## src/rtl/spq_pkg.sv

```systemverilog
package spq_pkg;

	// default depth of the cell row
	localparam int DEF_CAPACITY = 16;

	localparam int VALUE_W = 32;
	localparam int PRIO_W  = 16;

	// opcodes of an input word
	localparam logic OP_INSERT = 1'b0;
	localparam logic OP_REMOVE = 1'b1;

	// status codes of a result word
	localparam logic [1:0] ST_INSERTED = 2'd0;
	localparam logic [1:0] ST_REMOVED  = 2'd1;
	localparam logic [1:0] ST_EMPTY    = 2'd2;
	localparam logic [1:0] ST_FULL     = 2'd3;

	// one stored entry
	typedef struct packed {
		logic signed [VALUE_W-1:0] value;
		logic [PRIO_W-1:0]         prio;
	} entry_t;

	// command broadcast to every cell
	typedef struct packed {
		logic   ins;
		logic   rem;
		entry_t entry;
	} cmd_t;

endpackage

```

## src/rtl/spq_cell.sv

```systemverilog
module spq_cell import spq_pkg::*; #(
	parameter int CW    = 5,
	parameter int INDEX = 0
) (
	input  logic          clk,
	input  cmd_t          cmd,
	input  logic [CW-1:0] count,
	input  entry_t        left_data,
	input  logic          left_place,
	input  entry_t        right_data,
	output entry_t        data,
	output logic          place
);

	localparam logic [CW-1:0] IDX = CW'(INDEX);

	entry_t data_q;

	// this slot lies at or after the insert point: it is the free tail slot
	// or holds a strictly larger priority number
	assign place = (IDX <= count) && ((IDX == count) || (data_q.prio > cmd.entry.prio));
	assign data  = data_q;

	// shift right on insert, shift left on remove
	always_ff @(posedge clk) begin
		if (cmd.ins && place) begin
			data_q <= left_place ? left_data : cmd.entry;
		end else if (cmd.rem) begin
			data_q <= right_data;
		end
	end

endmodule

```

## src/rtl/sorted_priority_queue_core.sv

```systemverilog
// Sorted priority queue built as a row of CAPACITY cells, head in cell 0.
// Lower priority number is served first; equal priorities leave in arrival
// order.
// Command channel: a word (opcode, entry_value, entry_priority) is taken at
// a rising edge with start high and busy low. busy stays low, so a word may
// be issued in every cycle: one item per cycle.
// Result channel: status, removed_value, removed_priority and occupancy are
// valid for the single cycle that done is high, in the cycle after the
// word was taken. The receiver cannot stall, so it must take every result
// in that cycle.
// Each cell compares its priority with the new one in parallel and the row
// shifts right (insert) or left (remove) in the same edge; that parallel
// cell update sets the latency and the rate.
// Reset (arst_n low) empties the queue and clears done; stored entries are
// not cleared and are never read before written.
// Insert on a full queue reports full, remove on an empty queue reports
// empty; neither changes the contents. occupancy is the low five bits of
// the entry count.
module sorted_priority_queue_core import spq_pkg::*; #(
	parameter int CAPACITY = DEF_CAPACITY
) (
	input  logic                      clk,
	input  logic                      arst_n,
	input  logic                      start,
	output logic                      busy,
	input  logic                      opcode,
	input  logic signed [VALUE_W-1:0] entry_value,
	input  logic [PRIO_W-1:0]         entry_priority,
	output logic                      done,
	output logic [1:0]                status,
	output logic signed [VALUE_W-1:0] removed_value,
	output logic [PRIO_W-1:0]         removed_priority,
	output logic [4:0]                occupancy
);

	localparam int CW = $clog2(CAPACITY + 1);
	localparam logic [CW-1:0] CAP = CW'(CAPACITY);

	logic [CW-1:0] count_q;
	logic          full;
	logic          empty;
	logic          take;
	cmd_t          cmd;

	entry_t        data  [CAPACITY];
	logic          place [CAPACITY];

	logic                      done_q;
	logic [1:0]                status_q;
	logic signed [VALUE_W-1:0] rvalue_q;
	logic [PRIO_W-1:0]         rprio_q;
	logic [CW+4:0]             count_wide;

	assign busy  = 1'b0;
	assign take  = start && !busy;
	assign full  = (count_q == CAP);
	assign empty = (count_q == '0);

	// command decode for the cell row
	assign cmd.ins         = take && (opcode == OP_INSERT) && !full;
	assign cmd.rem         = take && (opcode == OP_REMOVE) && !empty;
	assign cmd.entry.value = entry_value;
	assign cmd.entry.prio  = entry_priority;

	// cell row
	for (genvar i = 0; i < CAPACITY; i++) begin : g_cell
		entry_t ldata;
		logic   lplace;
		entry_t rdata;

		if (i == 0) begin : g_head
			assign ldata  = cmd.entry;
			assign lplace = 1'b0;
		end else begin : g_mid
			assign ldata  = data[i-1];
			assign lplace = place[i-1];
		end

		if (i == CAPACITY - 1) begin : g_tail
			assign rdata = data[i];
		end else begin : g_body
			assign rdata = data[i+1];
		end

		spq_cell #(
			.CW    (CW),
			.INDEX (i)
		) u_cell (
			.clk        (clk),
			.cmd        (cmd),
			.count      (count_q),
			.left_data  (ldata),
			.left_place (lplace),
			.right_data (rdata),
			.data       (data[i]),
			.place      (place[i])
		);
	end

	// entry count
	always_ff @(posedge clk or negedge arst_n) begin
		if (!arst_n) begin
			count_q <= '0;
		end else if (cmd.ins) begin
			count_q <= count_q + 1'b1;
		end else if (cmd.rem) begin
			count_q <= count_q - 1'b1;
		end
	end

	// result strobe
	always_ff @(posedge clk or negedge arst_n) begin
		if (!arst_n) begin
			done_q <= 1'b0;
		end else begin
			done_q <= take;
		end
	end

	// result word, head entry captured on remove
	always_ff @(posedge clk) begin
		if (take) begin
			if (opcode == OP_INSERT) begin
				status_q <= full ? ST_FULL : ST_INSERTED;
				rvalue_q <= '0;
				rprio_q  <= '0;
			end else if (empty) begin
				status_q <= ST_EMPTY;
				rvalue_q <= '0;
				rprio_q  <= '0;
			end else begin
				status_q <= ST_REMOVED;
				rvalue_q <= data[0].value;
				rprio_q  <= data[0].prio;
			end
		end
	end

	assign count_wide       = {5'b0, count_q};
	assign done             = done_q;
	assign status           = status_q;
	assign removed_value    = rvalue_q;
	assign removed_priority = rprio_q;
	assign occupancy        = count_wide[4:0];

	// checks
	a_count_bound: assert property (@(posedge clk) disable iff (!arst_n)
		count_q <= CAP)
		else $error("entry count above capacity");

	a_done_follows: assert property (@(posedge clk) disable iff (!arst_n)
		take |=> done)
		else $error("accepted word gave no result");

	a_no_spurious: assert property (@(posedge clk) disable iff (!arst_n)
		!take |=> !done)
		else $error("result without an accepted word");

	a_full_hold: assert property (@(posedge clk) disable iff (!arst_n)
		(take && (opcode == OP_INSERT) && full) |=> $stable(count_q))
		else $error("insert on full queue changed the count");

	a_zero_payload: assert property (@(posedge clk) disable iff (!arst_n)
		(done && (status != ST_REMOVED))
			|-> ((removed_value == 0) && (removed_priority == 0)))
		else $error("payload nonzero on a non-remove result");

endmodule

```

## config.mk

```make
export PLATFORM = sky130hd
export DESIGN_NAME = sorted_priority_queue_core
export DESIGN_NICKNAME = d
export VERILOG_FILES = /design/src/rtl/spq_pkg.sv /design/src/rtl/spq_cell.sv /design/src/rtl/sorted_priority_queue_core.sv
export SDC_FILE = /design/constraint.sdc
export NUM_CORES = 2
export LEC_CHECK = 0
export BUFFER_PORTS_ARGS = -buffer_cell sky130_fd_sc_hd__buf_4
export CAP_MARGIN = 25
export CORE_MARGIN = 10
export CORE_UTILIZATION = 55
export CTS_CLUSTER_SIZE = 25
export DETAILED_ROUTE_END_ITERATION = 12
export PLACE_DENSITY = 0.71
export SYNTH_ARGS = -nofsm -noshare
export SYNTH_HDL_FRONTEND = slang
export SYNTH_HIERARCHICAL = 1
export SYNTH_SLANG_ARGS = --single-unit
```

## constraint.sdc

```tcl
create_clock -name clk -period 10 [get_ports clk]
set_clock_uncertainty 0.2 [all_clocks]
set_input_delay 1.5 -clock clk [delete_from_list [all_inputs] [get_ports clk]]
set_output_delay 1.5 -clock clk [all_outputs]
set_load 0.005 [all_outputs]
```

==> run_results.csv <==
group,metric,value,unit
route,routed_wl,119,mm
route,vias,33700,
synthesis,syn_avg_cell_area,12.3,um2
clocking,clock_path_buffers,3,
setup_path,cp_max_fo,97,
clocking,cts-buffers-inserted,91,
hold_path,holdPathEnd,"g_cell[13].u_cell/data[44]$_DFFE_PP_",
route,via_per_inst,5.95,
global_routing,antenna_found_initial,1,
clocking,cts_tree,"built",
clocking,clkSinkCount,824,
layout,syn2layout_area_growth,8.51,%
setup_path,path_common_cell,"buf_4",
clocking,cts_hold_buf,0,
clocking,htree_levels,3,
power_and_ir_drop,p_leak,21.3,nW
setup_path,crit_path_start_kind,"primary input",
route,first_pass_iters,5,
layout,final_cell_mix,"mux2_2 (1131), edfxtp_1 (818), nand2_1 (402), inv_1 (269), ha_1 (259)",
setup_path,end_kind,"flip-flop",
clocking,cts_setup_buffers,0,
placed_design,port_buffers,107,
placed_design,routabilityCongestion,0.832,
floorplan,boundaryPins,109,
flow_run,maxCapViolations,0,
global_routing,grt_pass1_wl,190,mm
setup_path,r2r-start,"g_cell[7].u_cell/data[13]$_DFFE_PP_",
floorplan,core_area,95400,um2
global_routing,grt_max_degree,109,
timing,setup_tns,0,ps
synthesis,netlist_area,53100,um2
clocking,cts.clk_slew.worst_paths,60,ps
placed_design,hpwl,83.6,mm
setup_path,arrival,5960,ps
hold_path,worstHoldStart,"g_cell[14].u_cell/data[44]$_DFFE_PP_",
power_and_ir_drop,p_per_area,244,nW/um2
setup_path,cp_cell_sequence,"buf_4, inv_1, ha_1, nand4_1, nor3_4, buf_4, a21boi_4, buf_4, nor3_1, o21ai_4, buf_4, mux2_2, mux2_1",
layout,fillCellCount,7540,
route,first_iter_violations,2267,
floorplan,die_h,331,um
setup_path,slowest_delay,680,ps
route,ant_nets,0,
layout,final_nets,4636,
timing,period_share,57.5,%
timing,hold_viol_final,0,
power_and_ir_drop,ir_drop,0.265,mV
setup_path,r2r_slack,4990,ps
clocking,ctsRootBufferMaster,"clkbuf_16",
hold_path,min_path_cells,1,
clocking,insertion_delay,680,ps
setup_path,cp.required,10210,ps
timing,tightest_slew,1050,ps
global_routing,grt_remaining_overflow,0,
floorplan,start_util,55.6,%
setup_path,r2r_cells,11,
layout,drive_gt1_share,36.0,%
layout,layout_commonest_cell,"mux2_2",
floorplan,die_area,109000,um2
clocking,cts_resized,0,
hold_path,hold_class,"flip-flop to flip-flop",
timing,setup_viol,0,
placed_design,dpl-instance-area,54700,um2
setup_path,critical_path_class,"primary input to flip-flop",
synthesis,yosysWarnings,6,
timing,period_minus_slack,5750,ps
global_routing,grt_pass1_vias,33700,
floorplan,num_rows,113,
route,wl_per_cell,20.9,um
timing,maxSlewHeadroom,29.9,%
timing,max_freq,0.174,GHz
route,drc,0,
floorplan,chipWidth,331,um
synthesis,syn_inst,4329,
layout,design_area,57600,um2
setup_path,timing.rr.end,"g_cell[8].u_cell/data[38]$_DFFE_PP_",
status,status,"completed",
timing,slew_viol_final,0,
setup_path,cpMaxStageDelayCell,"buf_4",
global_routing,grt_use_total,21.2,%
power_and_ir_drop,total_power,14.1,mW
timing,rsz0062_at_grt,"no",
## worst max path at each step
stage / cells past startpoint / slack [ps] / to / from
3_5_place_dp: 13 / 3640 / g_cell[8].u_cell/data[38]$_DFFE_PP_ / entry_priority[13]
4_1_cts: 13 / 4330 / g_cell[8].u_cell/data[38]$_DFFE_PP_ / entry_priority[13]
6_report: 13 / 4250 / g_cell[8].u_cell/data[38]$_DFFE_PP_ / entry_priority[13]
2_1_floorplan: 8 / 2920 / g_cell[7].u_cell/data[0]$_DFFE_PP_ / entry_priority[14]
5_1_grt: 13 / 3990 / g_cell[8].u_cell/data[38]$_DFFE_PP_ / entry_priority[14]
3_3_place_gp: 13 / 3700 / g_cell[8].u_cell/data[38]$_DFFE_PP_ / entry_priority[14]
## sequential cells by signal, indices dropped and copies added (netlist names)
signal              cells
g_cell.u_cell/data    768
removed_value          32
removed_priority       16
occupancy               5
status                  2
done                    1
## power by group
group	leakage [nW]	internal [mW]	switching, mW
combinational	12.1	2.56	2.83
sequential	7.83	4.95	0.491
clock	1.40	1.80	1.43
total	21.3	9.32	4.75
## final cells by class
class	instances	area (um2)	share of cell area [%]
inverters	270	1010	1.76
repair buffers	169	1280	2.22
multi-input cells	2968	26100	45.4
flip-flops and latches	824	24700	42.9
clock buffers	107	2360	4.09
diodes	1	2.50	0.00435
clock inverters	63	509	0.884
well taps	1265	1580	2.75
## per-stage QoR
step	setup WS [ps]	hold WS [ps]	utilization, %	std cells
after global routing	3990	370	60.3	5667
after floorplan	2920	318	-	4330
after CTS	4330	354	60.3	5666
after detailed placement	3640	339	57.3	5496
final	4250	353	60.3	5667
after global placement	3700	327	57.3	5495
## per-layer routing
metal  up-vias  track usage (%)  wire, um
li1      16400                -         -
met1     16300             31.2     57200
met2       939             33.0     52300
met3       120             3.00      7230
met4         0             4.37      1750
met5         -                0         0
## worst max-delay path, delay by kind of cell
family                     cells  cell delay, ps
AOI/OAI and AO/OA              2             440
and+or+nand+nor                3             820
adders and majority gates      1             300
buffers and inverters          5            2080
muxes                          2             720
Note: power is estimated with default switching activity, not from simulation.
